## config.mk

```make
export PLATFORM = sky130hd
export DESIGN_NAME = fca_ctrl
export DESIGN_NICKNAME = d
export VERILOG_FILES = /design/src/design/fca_pkg.sv /design/src/design/fca_ctrl.sv
export SDC_FILE = /design/constraint.sdc
export NUM_CORES = 1
export LEC_CHECK = 0
export ABC_CLOCK_PERIOD_IN_PS = 6100
export BUFFER_PORTS_ARGS = -buffer_cell sky130_fd_sc_hd__buf_2
export CAP_MARGIN = 10
export CORE_AREA = 4 4 134 136
export DETAILED_ROUTE_END_ITERATION = 12
export DIE_AREA = 0 0 138 140
export SYNTH_ARGS = -nofsm -noshare
export SYNTH_HDL_FRONTEND = slang
export SYNTH_SLANG_ARGS = --single-unit
export TNS_END_PERCENT = 1
```

## constraint.sdc

```tcl
create_clock -name clk -period 6.1 [get_ports clk]
set_clock_uncertainty 0.15 [all_clocks]
set_input_delay 1.22 -clock clk [delete_from_list [all_inputs] [get_ports clk]]
set_output_delay 1.22 -clock clk [all_outputs]
set_load 0.005 [all_outputs]
```

## src/design/fca_pkg.sv

```systemverilog
// ----------------------------------------------------------------------------
// FAT chain allocator package
// Shared types, codes and fixed widths for the allocation table block.
// ----------------------------------------------------------------------------
package fca_pkg;

  // Fixed field widths
  localparam int BLOCK_W         = 11;
  localparam int COUNT_W         = 12;
  localparam int KIND_W          = 3;
  localparam int STATUS_W        = 2;
  localparam int TAG_W           = 2;

  // Table layout and count limits
  localparam int FIRST_DATA      = 2;
  localparam int MIN_COUNT       = 3;
  localparam int BLOCK_COUNT_RST = 2048;
  localparam logic [COUNT_W-1:0] COUNT_MAX = '1;

  // Request operation codes
  typedef enum logic [KIND_W-1:0] {
    KIND_FORMAT     = 3'd0,
    KIND_ALLOC      = 3'd1,
    KIND_FREE_CHAIN = 3'd2,
    KIND_FIND_LAST  = 3'd3,
    KIND_READ_NEXT  = 3'd4
  } fca_kind_t;

  // Result status codes
  typedef enum logic [STATUS_W-1:0] {
    STAT_OK        = 2'd0,
    STAT_NO_SPACE  = 2'd1,
    STAT_BAD_CHAIN = 2'd2,
    STAT_RANGE     = 2'd3
  } fca_status_t;

  // Tag held in the top bits of every table entry
  typedef enum logic [TAG_W-1:0] {
    TAG_LINK = 2'd0,
    TAG_END  = 2'd1,
    TAG_FREE = 2'd2
  } fca_tag_t;

  // Sequencer states
  typedef enum logic [2:0] {
    ST_SWEEP,
    ST_IDLE,
    ST_READ,
    ST_LINK_CHK,
    ST_SCAN,
    ST_ALLOC_LINK,
    ST_WALK,
    ST_DONE
  } fca_state_t;

  // Request payload
  typedef struct packed {
    logic [KIND_W-1:0]  kind;
    logic [BLOCK_W-1:0] block;
    logic               link_after;
  } fca_req_t;

  // Result payload
  typedef struct packed {
    logic [BLOCK_W-1:0] result_block;
    logic               at_end;
    fca_status_t        status;
    logic [COUNT_W-1:0] free_count;
  } fca_rsp_t;

endpackage

```

## src/design/fca_ctrl.sv

```systemverilog
// ----------------------------------------------------------------------------
// FAT chain allocator sequencer
// Runs every operation as a sequence of single table accesses: sweeps for
// format and reset clearing, a linear free scan for allocate and one link per
// cycle for chain walks. Keeps the free total and a lowest-free hint.
// ----------------------------------------------------------------------------
module fca_ctrl import fca_pkg::*; #(
  parameter int NUM_BLOCKS = 2048
) (
  input  logic                          clk,
  input  logic                          rst,
  input  logic                          req_valid,
  output logic                          req_ready,
  input  fca_req_t                      req,
  input  logic [COUNT_W-1:0]            block_count,
  output logic [$clog2(NUM_BLOCKS)-1:0] rd_addr,
  input  logic [$clog2(NUM_BLOCKS)+1:0] rd_data,
  output logic                          wr_en,
  output logic [$clog2(NUM_BLOCKS)-1:0] wr_addr,
  output logic [$clog2(NUM_BLOCKS)+1:0] wr_data,
  input  logic                          out_free,
  output logic                          out_load,
  output fca_rsp_t                      rsp_data
);

  localparam int IW = $clog2(NUM_BLOCKS);
  localparam int EW = IW + TAG_W;
  localparam int CW = (IW + 1 > COUNT_W) ? IW + 1 : COUNT_W;
  localparam logic [CW-1:0] FIRST      = CW'(FIRST_DATA);
  localparam logic [CW-1:0] LOW_COUNT  = CW'(MIN_COUNT);
  localparam logic [CW-1:0] NB         = CW'(NUM_BLOCKS);
  localparam logic [CW-1:0] LAST_ENTRY = CW'(NUM_BLOCKS - 1);
  localparam logic [COUNT_W-1:0] RST_FREE = COUNT_W'(
    ((BLOCK_COUNT_RST < NUM_BLOCKS) ? BLOCK_COUNT_RST : NUM_BLOCKS) - FIRST_DATA);

  fca_state_t         state, state_next;
  fca_kind_t          kind_r;
  logic [CW-1:0]      blk_r;
  logic               link_r;
  logic [CW-1:0]      cur;
  logic [CW-1:0]      steps;
  logic [CW-1:0]      sa;
  logic               chk_valid;
  logic               clr_only;
  logic [COUNT_W-1:0] free_total;
  logic [CW-1:0]      hint;
  logic [BLOCK_W-1:0] res_block;
  logic               res_end;
  fca_status_t        res_status;

  logic [CW-1:0]      bc_w, eff, eff_free, req_blk, rd_link_c;
  fca_kind_t          req_kind;
  fca_tag_t           rd_tag;
  logic               is_free, is_end;
  logic               steps_over, cur_low, cur_over, sa_over, found;
  logic               blk_bad, blk_over, sweep_last;
  logic               walk_range, walk_fail, walk_end, walk_stop;
  fca_status_t        walk_fail_status;

  // Clamp the configured count to at least the minimum count and at most the table size
  always_comb begin
    bc_w = CW'(block_count);
    if (bc_w < LOW_COUNT) begin
      eff = LOW_COUNT;
    end else if (bc_w > NB) begin
      eff = NB;
    end else begin
      eff = bc_w;
    end
    eff_free = eff - FIRST;
  end

  // Decode request and table entry
  assign req_kind  = fca_kind_t'(req.kind);
  assign req_blk   = CW'(req.block);
  assign rd_tag    = fca_tag_t'(rd_data[EW-1 -: TAG_W]);
  assign rd_link_c = CW'(rd_data[IW-1:0]);
  assign is_free   = (rd_tag == TAG_FREE);
  assign is_end    = (rd_tag == TAG_END);

  // Shared compare unit
  always_comb begin
    steps_over = (steps >= eff);
    cur_low    = (cur < FIRST);
    cur_over   = (cur >= eff);
    sa_over    = (sa >= eff);
    found      = chk_valid && is_free;
    blk_over   = (req_blk >= eff);
    blk_bad    = (req_blk < FIRST) || blk_over;
    sweep_last = (sa == LAST_ENTRY);
    walk_range = (kind_r == KIND_FREE_CHAIN) ? (cur_low || cur_over) : cur_over;
    walk_fail  = steps_over || walk_range || is_free;
    walk_fail_status = (!steps_over && walk_range) ? STAT_RANGE : STAT_BAD_CHAIN;
    walk_end   = !walk_fail && is_end;
    walk_stop  = walk_fail || walk_end;
  end

  // Next state
  always_comb begin
    state_next = state;
    case (state)
      ST_SWEEP: begin
        if (sweep_last) begin
          state_next = clr_only ? ST_IDLE : ST_DONE;
        end
      end
      ST_IDLE: begin
        if (req_valid) begin
          case (req_kind)
            KIND_FORMAT: state_next = ST_SWEEP;
            KIND_ALLOC: begin
              if (req.link_after && blk_bad) begin
                state_next = ST_DONE;
              end else if (req.link_after) begin
                state_next = ST_LINK_CHK;
              end else begin
                state_next = ST_SCAN;
              end
            end
            KIND_FREE_CHAIN, KIND_FIND_LAST: state_next = ST_WALK;
            KIND_READ_NEXT: state_next = blk_over ? ST_DONE : ST_READ;
            default: state_next = ST_DONE;
          endcase
        end
      end
      ST_READ:       state_next = ST_DONE;
      ST_LINK_CHK:   state_next = is_free ? ST_DONE : ST_SCAN;
      ST_SCAN: begin
        if (found) begin
          state_next = link_r ? ST_ALLOC_LINK : ST_DONE;
        end else if (sa_over) begin
          state_next = ST_DONE;
        end
      end
      ST_ALLOC_LINK: state_next = ST_DONE;
      ST_WALK:       state_next = walk_stop ? ST_DONE : ST_WALK;
      ST_DONE:       state_next = out_free ? ST_IDLE : ST_DONE;
      default:       state_next = ST_IDLE;
    endcase
  end

  // Handshake and table port outputs
  always_comb begin
    req_ready = (state == ST_IDLE);
    out_load  = (state == ST_DONE) && out_free;
    rd_addr   = req_blk[IW-1:0];
    wr_en     = 1'b0;
    wr_addr   = cur[IW-1:0];
    wr_data   = {TAG_FREE, {IW{1'b0}}};
    case (state)
      ST_SWEEP: begin
        wr_en   = 1'b1;
        wr_addr = sa[IW-1:0];
        wr_data = (sa < FIRST) ? {TAG_END, {IW{1'b0}}} : {TAG_FREE, {IW{1'b0}}};
      end
      ST_SCAN: begin
        rd_addr = sa[IW-1:0];
        wr_en   = found;
        wr_data = {TAG_END, {IW{1'b0}}};
      end
      ST_ALLOC_LINK: begin
        wr_en   = 1'b1;
        wr_addr = blk_r[IW-1:0];
        wr_data = {TAG_LINK, cur[IW-1:0]};
      end
      ST_WALK: begin
        rd_addr = rd_data[IW-1:0];
        wr_en   = (kind_r == KIND_FREE_CHAIN) && !walk_fail;
      end
      default: begin
        wr_en = 1'b0;
      end
    endcase
  end

  // Sequencer registers and datapath
  always_ff @(posedge clk) begin
    if (rst) begin
      state      <= ST_SWEEP;
      sa         <= '0;
      clr_only   <= 1'b1;
      chk_valid  <= 1'b0;
      free_total <= RST_FREE;
      hint       <= FIRST;
    end else begin
      state <= state_next;
      case (state)
        ST_SWEEP: begin
          if (!sweep_last) begin
            sa <= sa + 1'b1;
          end
        end
        ST_IDLE: begin
          if (req_valid) begin
            kind_r     <= req_kind;
            blk_r      <= req_blk;
            link_r     <= req.link_after;
            cur        <= req_blk;
            steps      <= '0;
            sa         <= hint;
            chk_valid  <= 1'b0;
            res_block  <= '0;
            res_end    <= 1'b0;
            res_status <= STAT_OK;
            case (req_kind)
              KIND_FORMAT: begin
                sa         <= '0;
                clr_only   <= 1'b0;
                free_total <= eff_free[COUNT_W-1:0];
                hint       <= FIRST;
              end
              KIND_ALLOC: begin
                if (req.link_after && blk_bad) begin
                  res_status <= STAT_RANGE;
                end
              end
              KIND_READ_NEXT: begin
                if (blk_over) begin
                  res_status <= STAT_RANGE;
                end
              end
              default: begin
                res_status <= STAT_OK;
              end
            endcase
          end
        end
        ST_READ: begin
          case (rd_tag)
            TAG_FREE: res_status <= STAT_BAD_CHAIN;
            TAG_END:  res_end    <= 1'b1;
            default:  res_block  <= rd_link_c[BLOCK_W-1:0];
          endcase
        end
        ST_LINK_CHK: begin
          if (is_free) begin
            res_status <= STAT_BAD_CHAIN;
          end
        end
        ST_SCAN: begin
          // Check the entry read last cycle, issue the next address
          if (found) begin
            free_total <= (free_total == '0) ? free_total : free_total - 1'b1;
            hint       <= cur + 1'b1;
            res_block  <= cur[BLOCK_W-1:0];
          end else if (sa_over) begin
            res_status <= STAT_NO_SPACE;
            hint       <= sa;
          end else begin
            cur       <= sa;
            chk_valid <= 1'b1;
            sa        <= sa + 1'b1;
          end
        end
        ST_WALK: begin
          if (walk_fail) begin
            res_status <= walk_fail_status;
          end else if (kind_r == KIND_FREE_CHAIN) begin
            free_total <= (free_total == COUNT_MAX) ? free_total : free_total + 1'b1;
            if (cur < hint) begin
              hint <= cur;
            end
          end
          if (walk_end && (kind_r == KIND_FIND_LAST)) begin
            res_block <= cur[BLOCK_W-1:0];
          end
          // Follow the link
          if (!walk_stop) begin
            cur   <= rd_link_c;
            steps <= steps + 1'b1;
          end
        end
        default: begin
          chk_valid <= chk_valid;
        end
      endcase
    end
  end

  assign rsp_data = '{result_block: res_block, at_end: res_end,
                      status: res_status, free_count: free_total};

  // Chain freeing only ever writes free entries
  a_walk_writes_free: assert property (@(posedge clk) disable iff (rst)
    (state == ST_WALK && wr_en) |-> (wr_data[EW-1 -: TAG_W] == TAG_FREE))
    else $error("chain walk wrote a non-free entry");

  // Each allocation takes one block off the free total unless it is already zero
  a_alloc_count: assert property (@(posedge clk) disable iff (rst)
    (state == ST_SCAN && wr_en) |=>
      (free_total == $past(free_total) - 1'b1) || ($past(free_total) == '0))
    else $error("free total not decremented on allocation");

  // Linking follows a successful scan of a linked allocation
  a_link_after_scan: assert property (@(posedge clk) disable iff (rst)
    (state == ST_ALLOC_LINK) |-> ($past(state) == ST_SCAN) && link_r)
    else $error("link write outside a linked allocation");

  // Lowest-free hint never points into the reserved entries
  a_hint_floor: assert property (@(posedge clk) disable iff (rst)
    hint >= FIRST)
    else $error("free hint below first data block");

endmodule

```

==> impl_metrics.ini, run 1 <==
[die]
die_x_um = 138
initial_core_util_pct = 43.8
io_pins = 108
die-height_um = 140
die-area_um2 = 19300
fp-row-count = 48
core-area_um2 = 16900

[routing]
antenna_left = 0
drt_pass1_iterations = 6
routed_wl_mm = 25.5
wl_per_cell_um = 21.3
viasPerCell = 6.07
drtIter0Drc = 715
routed-via-count = 7260
drc = 0

[min_path]
whs_endpoint = clr_only
min_from = clr_only
hold_path_class = reg -> reg
worst_hold_path.num_cells = 1

[clock_network]
htreeDepth = 3
cts_tree = yes
clk_path_buf_depth = 2
clockRootBuffer = clkbuf_16
clkSinkCount = 94
cts_made_buffers = 9
clk_latency_ps = 370
cts.clk_slew.worst_paths_ps = 70

[synthesis]
syn-cell-area_um2 = 7410
synth.distinct_cells = 74
synth_nets = 999
synthFlopType = edfxtp_1
async_flop_share_pct = 0
synth-seq-cells = 94
avgSynthCellArea_um2 = 8.43
yosysWarnings = 0
synth_enable_flop_cells = 53
ys_seq_area_share_pct = 32.5
netlist_instances = 880

[place]
detailed_place_hpwl_mm = 18.4
postPlaceCellArea_um2 = 8170
place_congestion = 0.889
io_buffers = 107

[finish]
multiInputGateArea_um2 = 4660
layout_common_cells = 107 x buf_2, 88 x nand2_1, 76 x nor2_1, 74 x ha_1, 70 x o21ai_0
utilization_pct = 50.1
fillCellCount = 1680
final_common_cell = buf_2
drive_gt1_share_pct = 17.0
seq_area_um2 = 2410
antenna_cells = 0
fin_nets = 1086
fin_area_um2 = 8490
syn_to_final_growth_pct = 14.4

[critical_path]
timing.rr.start = state[0]
crit_arrival_ps = 4370
r2r_cells = 9
worst-setup-path-type = in -> out
r2r_end = free_total[3]
path_max_fanout = 5
startpoint_type = primary input
slowest_delay_ps = 430
cp-end-kind = output pin
worst_ep_required_time_ps = 4730
r2r_setup_slack_ps = 2040
critical_path.cell_chain = buf_2 -> nor4_2 -> nand2b_1 -> nor4_2 -> nor2b_1 -> o21a_1 -> ha_1 -> nor3b_1 -> o21ai_0 -> a211oi_2 -> o21ai_1 -> or3_4 -> nor2_1 -> a31oi_1 -> o21ai_1 -> buf_2
cpMaxStageDelayCell = or3_4

[sta]
finalMaxSlewViolations = 0
fmax_mhz = 174
setup_viol = 0
hold_violations = 0
fin_tns_setup_ps = 0
worst_slew_pin_slew_ps = 1180
rsz0062_at_grt = false
period_needed_ps = 5740
slew_headroom_pct = 21.3
fin_hold_ws_ps = 317
post-route-period-util_pct = 94.2

[run]
maxCapViolations = 0

[power]
vdd_ir_drop_max_mv = 0.146
p_per_area_nw_per_um2 = 165
p_sw_mw = 0.388
seqPwrFrac_pct = 47.8
combinationalPowerShare_pct = 10.1
internal-power_mw = 1.02
power.share.clock_pct = 42.1
p_sw_share_pct = 27.6
leakage_nw = 3.50

[global_route]
grt_max_degree = 38
grt-ovfl-total = 0
grt_pass1_wl_mm = 39.2
grt_pass1_vias = 6811
grt_antenna_before_repair = 0
grt_usage_pct = 25.8

[outcome]
status = complete, no violations
-- power by group through the flow --
stage	Sequential, mW	Combinational (mW)	Clock [mW]
CTS	0.670	0.141	0.592
finish	0.671	0.142	0.591
floorplan	0.683	0.0764	0
global route	0.671	0.159	0.620
detailed placement	0.685	0.140	0
global placement	0.685	0.139	0
-- cells by family after synthesis --
logic type	after synthesis	share of synthesized area, %
AND/OR/NAND/NOR	321	21.2
adder cells (fa/ha/maj)	75	12.8
XOR/XNOR	23	2.72
buffers and inverters	88	4.88
multiplexers	25	3.54
AO/OA/AOI/OAI	254	22.4
flip-flops	94	32.5
-- stage by stage --
step	worst slack, ps	total power [mW]	instances
global route	14.4	1.45	1197
finish	356	1.40	1197
detailed placement	161	0.826	1180
global placement	242	0.825	1180
CTS	148	1.40	1196
floorplan	601	0.759	880
-- repair_timing --
item,4_1_cts,5_1_grt
buffers inserted,0,1
setup endpoints to repair,0,1
gates resized for setup,0,3
hold buffers,0,0
-- layout make-up --
class,instances,share of cell area [%]
multi-input cells,698,54.9
clock buffers,9,2.65
well taps,225,3.32
flip-flops and latches,94,28.4
repair buffers,131,8.43
inverters,33,1.46
clock inverters,7,0.811
-- how the worst max path moves through the flow --
stage	endpoint	slack, ps	cells past startpoint	startpoint
finish	wr_en	360	16	block_count[3]
global placement	wr_en	240	16	block_count[3]
detailed placement	wr_en	160	16	block_count[3]
CTS	wr_en	150	16	block_count[3]
floorplan	wr_en	600	14	block_count[3]
global route	wr_en	10	17	block_count[3]
-- sequential cells by signal, summed over array words and instances, names as in the netlist, 2 cells and up --
name / cells
res_block: 11
hint: 12
cur: 12
steps: 12
res_status: 2
state: 3
sa: 12
kind_r: 3
free_total: 12
blk_r: 11
-- worst max-delay path, delay by kind of cell --
family,cells,cell delay (ps)
fa+ha+maj,1,230
simple gates,7,1600
buf+inv,2,270
compound gates,6,1060
-- per-layer routing --
| layer | vias up | track usage, % | part of all wire (%) |
|---|---|---|---|
| met5 | - | 0 | 0 |
| met3 | 53 | 4.37 | 8.6 |
| met2 | 356 | 43.3 | 47 |
| li1 | 3461 | - | - |
| met1 | 3390 | 33.1 | 41 |
| met4 | 0 | 10.4 | 3.1 |
-- cells in the mapped netlist (8+ instances only) --
master	n	area, um2
nor3_1	28	140
a211oi_1	10	75.1
a21oi_1	56	280
and3_1	22	138
nand2_1	88	330
o21a_1	9	67.6
a22o_1	9	78.8
or3_1	8	50.1
a21o_1	13	97.6
edfxtp_1	53	1590
xnor2_1	13	114
xor2_1	10	87.6
inv_1	30	113
ha_1	74	926
o21ai_0	71	355
clkbuf_1	40	150
nor2_1	77	289
a211o_1	11	96.3
a22oi_1	14	105
mux2i_1	21	210
nor2b_1	15	93.8
nand4_1	14	87.6
nor4_1	14	87.6
nand3_1	20	100
dfxtp_1	41	821
nand2b_1	14	87.6
Note: power is estimated with default switching activity, not from simulation.
==> run 2: changes to the inputs <==
--- a/config.mk
+++ b/config.mk
@@ -5,7 +5,7 @@
 export SDC_FILE = /design/constraint.sdc
 export NUM_CORES = 1
 export LEC_CHECK = 0
-export ABC_CLOCK_PERIOD_IN_PS = 6100
+export ABC_CLOCK_PERIOD_IN_PS = 5730
 export BUFFER_PORTS_ARGS = -buffer_cell sky130_fd_sc_hd__buf_2
 export CAP_MARGIN = 10
 export CORE_AREA = 4 4 134 136
==> constraint.sdc (replaced) <==
create_clock -name clk -period 5.73 [get_ports clk]
set_clock_uncertainty 0.15 [all_clocks]
set_input_delay 1.146 -clock clk [delete_from_list [all_inputs] [get_ports clk]]
set_output_delay 1.146 -clock clk [all_outputs]
set_load 0.005 [all_outputs]
==> run 2 against run 1 <==
Net effect:
- sequential cell count did not move
- utilization rose by 0.43 points
- clock power rose by 6.3%
- non-clock buffer count rose by 5
- sequential share of layout area fell by 0.24 points
- register-to-register slack got worse by 490 ps
- combinational power rose by 9.9%
- cell count rose by 0.42%
- routed wire length fell by 1.4%
- critical path depth rose by 1
==> impl_metrics.ini, run 2 (synthesis results as in run 1) <==
[outcome]
status = complete, no violations

[finish]
final_common_cell = buf_2
syn_to_final_growth_pct = 15.4
utilization_pct = 50.5
seq_area_um2 = 2410
fillCellCount = 1654
drive_gt1_share_pct = 18.0
multiInputGateArea_um2 = 4690
antenna_cells = 0
layout_common_cells = 107 x buf_2, 88 x nand2_1, 75 x nor2_1, 74 x ha_1, 68 x o21ai_0
fin_nets = 1091
final_cells = 1202

[global_route]
grt-ovfl-total = 0
grt_max_degree = 37
grt_pass1_vias = 6856
grt_usage_pct = 25.5
grt_pass1_wl_mm = 39.0
grt_antenna_before_repair = 0

[routing]
drt_pass1_iterations = 6
drc = 0
antenna_left = 0
routed_wl_mm = 25.2
viasPerCell = 5.97
routed-via-count = 7179
drtIter0Drc = 634
wl_per_cell_um = 20.9

[critical_path]
critical_path.cell_chain = buf_2 -> nor4_4 -> nand2b_1 -> nor4_2 -> nor2b_2 -> o21a_2 -> buf_4 -> ha_1 -> nor3b_1 -> o21ai_1 -> a211oi_2 -> nor3_1 -> or3_4 -> nor2_4 -> a31oi_2 -> o21ai_1 -> buf_2
cpMaxStageDelayCell = or3_4
crit_arrival_ps = 4220
r2r_setup_slack_ps = 1550
worst-setup-path-type = in -> out
cp-end-kind = output pin
crit_path_start = block_count[3]
slowest_delay_ps = 380
crit_end = wr_en
r2r_cells = 9
worst_ep_required_time_ps = 4430
startpoint_type = primary input
path_max_fanout = 5
timing.rr.start = state[0]
r2r_end = free_total[1]

[clock_network]
clk_latency_ps = 370
htreeDepth = 3
cts_made_buffers = 9
clockRootBuffer = clkbuf_16
clk_path_buf_depth = 2
cts_tree = yes
clkSinkCount = 94
cts.clk_slew.worst_paths_ps = 70

[sta]
fin_tns_setup_ps = 0
worst_slew_pin_slew_ps = 1170
slew_headroom_pct = 21.7
fmax_mhz = 181
finalMaxSlewViolations = 0
period_needed_ps = 5520
setup_viol = 0
fin_hold_ws_ps = 322
hold_violations = 0
post-route-period-util_pct = 96.3

[min_path]
hold_path_class = reg -> reg

[die]
core-area_um2 = 16900
die-area_um2 = 19300
die_x_um = 138
fp-row-count = 48
initial_core_util_pct = 43.8
io_pins = 108
die-height_um = 140

[place]
place_congestion = 0.903
detailed_place_hpwl_mm = 18.5
dp_cells = 1184
io_buffers = 107

[power]
vdd_ir_drop_max_mv = 0.143
p_per_area_nw_per_um2 = 175
leakage_nw = 3.53
finalPower_mw = 1.50

[run]
maxCapViolations = 0
## run 2: how the worst min path moves through the flow
stage	from	depth (start not counted)	to	slack (ps)
floorplan	clr_only	1	clr_only	280
global placement	clr_only	1	clr_only	290
detailed placement	clr_only	1	clr_only	300
CTS	clr_only	1	clr_only	330
global route	clr_only	1	clr_only	350
finish	chk_valid	2	chk_valid	320
## run 2: where the power goes
group | internal (mW) | total [mW] | switching [mW]
Clock | 0.310 | 0.628 | 0.318
Combinational | 0.0651 | 0.156 | 0.0904
Sequential | 0.709 | 0.714 | 0.00494
## run 2: repair_timing
item | 4_1_cts | 5_1_grt
endpoints found under the setup margin | 1 | 1
cloned | 0 | 0
buffers inserted | 0 | 2
pin swaps | 0 | 5
hold buffers | 0 | 0
gates resized for setup | 1 | 12
## run 2: cell type report
class | instances | area share, %
Clock buffer | 9 | 2.63
Clock inverter | 7 | 0.804
Inverter | 33 | 1.45
Multi-Input combinational cell | 698 | 54.8
Sequential cell | 94 | 28.2
Tap cell | 225 | 3.29
Timing Repair Buffer | 136 | 8.80
## run 2: layer usage
metal,wire [um],track usage [%]
met1,10800,32.8
met4,699,8.89
met5,0,0
met2,11900,43.0
met3,1780,4.81
## run 2: through the flow
stage               worst slack [ps]  instance area (um2)
finish                           213                 8560
global route                   -2.40                 8560
CTS                             75.4                 8500
detailed placement            -0.847                 8200
global placement                97.2                 8200
floorplan                        379                 7410
## run 2: critical path, delay by kind of cell
| family | cells | cell delay (ps) |
|---|---|---|
| AO/OA/AOI/OAI | 5 | 770 |
| adder cells (fa/ha/maj) | 1 | 220 |
| buffers and inverters | 3 | 380 |
| AND/OR/NAND/NOR | 8 | 1680 |
==> run 3: changes to the inputs <==
--- a/config.mk
+++ b/config.mk
@@ -5,12 +5,13 @@
 export SDC_FILE = /design/constraint.sdc
 export NUM_CORES = 1
 export LEC_CHECK = 0
-export ABC_CLOCK_PERIOD_IN_PS = 5730
+export ABC_CLOCK_PERIOD_IN_PS = 5000
 export BUFFER_PORTS_ARGS = -buffer_cell sky130_fd_sc_hd__buf_2
 export CAP_MARGIN = 10
-export CORE_AREA = 4 4 134 136
+export CORE_AREA = 2 2 132 134
 export DETAILED_ROUTE_END_ITERATION = 12
-export DIE_AREA = 0 0 138 140
+export DIE_AREA = 0 0 134 136
+export PLACE_DENSITY = 0.67
 export SYNTH_ARGS = -nofsm -noshare
 export SYNTH_HDL_FRONTEND = slang
 export SYNTH_SLANG_ARGS = --single-unit
==> constraint.sdc (replaced) <==
create_clock -name clk -period 5 [get_ports clk]
set_clock_uncertainty 0.15 [all_clocks]
set_input_delay 1 -clock clk [delete_from_list [all_inputs] [get_ports clk]]
set_output_delay 1 -clock clk [all_outputs]
set_load 0.005 [all_outputs]
==> run 3 against run 2 <==
Net effect:
- the run now ends with negative setup slack left
- critical path depth is the same
- combinational power grew 19%
- register-to-register slack lost 340 ps
- sequential cell count is the same
- count of clock-buffer cells in the layout is the same
- cell count grew 1.7%
- sequential power grew 15%
- highest routed layer unchanged
- first-iteration DRC count grew 3.5%
- sequential share of layout area shrank 0.71 points
- worst setup slack lost 280 ps
==> impl_metrics.ini, run 3 (synthesis results as in run 1) <==
[outcome]
status = finished, violations left
violations = negative setup slack

[critical_path]
worst-path-buf-inv = 3
r2r_setup_slack_ps = 1210
slowest_delay_ps = 400
cpMaxStageDelayCell = or3_4
timing.rr.start = state[0]
path_max_fanout = 3
worst-setup-path-type = in -> out
r2r_end = free_total[3]
critical_path.cell_chain = buf_2 -> nor4_2 -> buf_4 -> nand2b_4 -> nor4_4 -> nor2b_4 -> o21a_1 -> ha_1 -> nor3b_2 -> o21ai_1 -> a211oi_2 -> o21ai_1 -> or3_4 -> nor2_4 -> a31oi_4 -> o21ai_1 -> buf_2
crit_path_frequent_cell = o21ai_1
r2r_cells = 9
cpLargestDelayFamily = simple AND/OR/NAND/NOR gates
worst_ep_required_time_ps = 3850
cp-end-kind = output pin
crit_arrival_ps = 3920
startpoint_type = primary input

[finish]
multiInputGateArea_um2 = 4730
antenna_cells = 0
utilization_pct = 52.0
layout_common_cells = 107 x buf_2, 88 x nand2_1, 76 x nor2_1, 73 x ha_1, 67 x o21ai_0
final_common_cell = buf_2
fillCellCount = 1634
syn_to_final_growth_pct = 18.4
drive_gt1_share_pct = 19.8
seq_area_um2 = 2410
final_cells = 1222
fin_nets = 1111
fin_area_um2 = 8780

[sta]
rsz0062_at_grt = true
worst_slew_pin_slew_ps = 1220
setup_viol = 1
fin_hold_ws_ps = 320
post-route-period-util_pct = 101
fmax_mhz = 197
hold_violations = 0
finalMaxSlewViolations = 0
slew_headroom_pct = 18.6
fin_ws_ps = -67.0
period_needed_ps = 5070

[clock_network]
clockRootBuffer = clkbuf_16
clk_path_buf_depth = 2
clkSinkCount = 94
htreeDepth = 3
cts_tree = yes
cts_made_buffers = 9
ctsHoldBuffers = 0
clk_latency_ps = 370
cts.clk_slew.worst_paths_ps = 70

[place]
detailed_place_hpwl_mm = 18.4
place_congestion = 0.909
io_buffers = 107
dp_cells = 1203
postPlaceCellArea_um2 = 8380

[die]
fp-row-count = 48
die-area_um2 = 18200
die-height_um = 136
io_pins = 108
die_x_um = 134
core-area_um2 = 16900
initial_core_util_pct = 43.9

[power]
leakage_nw = 3.64
vdd_ir_drop_max_mv = 0.164
p_per_area_nw_per_um2 = 196
finalPower_mw = 1.72

[global_route]
grt_pass1_vias = 6905
grt_pass1_wl_mm = 38.5
grt_antenna_before_repair = 0
grt_max_degree = 49
grt-ovfl-total = 0
grt_usage_pct = 27.4

[routing]
routed-via-count = 7465
drtIter0Drc = 656
viasPerCell = 6.11
drt_pass1_iterations = 5
drc = 0
routed_wl_mm = 25.1
wl_per_cell_um = 20.5
antenna_left = 0

[min_path]
worst_hold_path.num_cells = 1
whs_endpoint = clr_only
hold_path_class = reg -> reg
min_from = clr_only

[run]
maxCapViolations = 0
-- run 3: how the worst max path moves through the flow --
stage,cells past startpoint,end,startpoint
floorplan,14,wr_en,block_count[3]
global placement,18,wr_en,block_count[3]
detailed placement,18,wr_en,block_count[3]
CTS,18,wr_en,block_count[5]
global route,17,wr_en,block_count[3]
finish,17,wr_en,block_count[3]
-- run 3: power by group --
part,internal [mW],switching (mW),total [mW]
Clock,0.355,0.361,0.716
Combinational,0.0802,0.106,0.186
Sequential,0.812,0.00604,0.818
Total,1.25,0.473,1.72
-- run 3: per-layer routing --
layer  part of all wire (%)  vias up  track usage (%)
met1                     41     3496             35.6
li1                       -     3509                -
met5                      0        -                0
met3                    8.1       71             4.14
met2                     47      389             45.4
met4                    3.9        0             12.0
-- run 3: area by class of cell --
class                   instances  area share (%)
inverters                      33            1.41
multi-input cells             698            53.9
clock buffers                   9            2.57
well taps                     225            3.21
flip-flops and latches         94            27.5
repair buffers                156            10.6
clock inverters                 7           0.841
-- run 3: through the flow --
stage	setup WS [ps]	setup TNS, ps
final	-67.0	-67.0
after global routing	-254	-254
after CTS	-95.9	-95.9
after detailed placement	-273	-273
after global placement	-178	-178
after floorplan	24.7	0
-- run 3: timing repair --
item / 4_1_cts / 5_1_grt
pin swaps: 5 / 8
gates resized for setup: 12 / 6
setup buffers: 2 / 1
endpoints found under the setup margin: 1 / 1
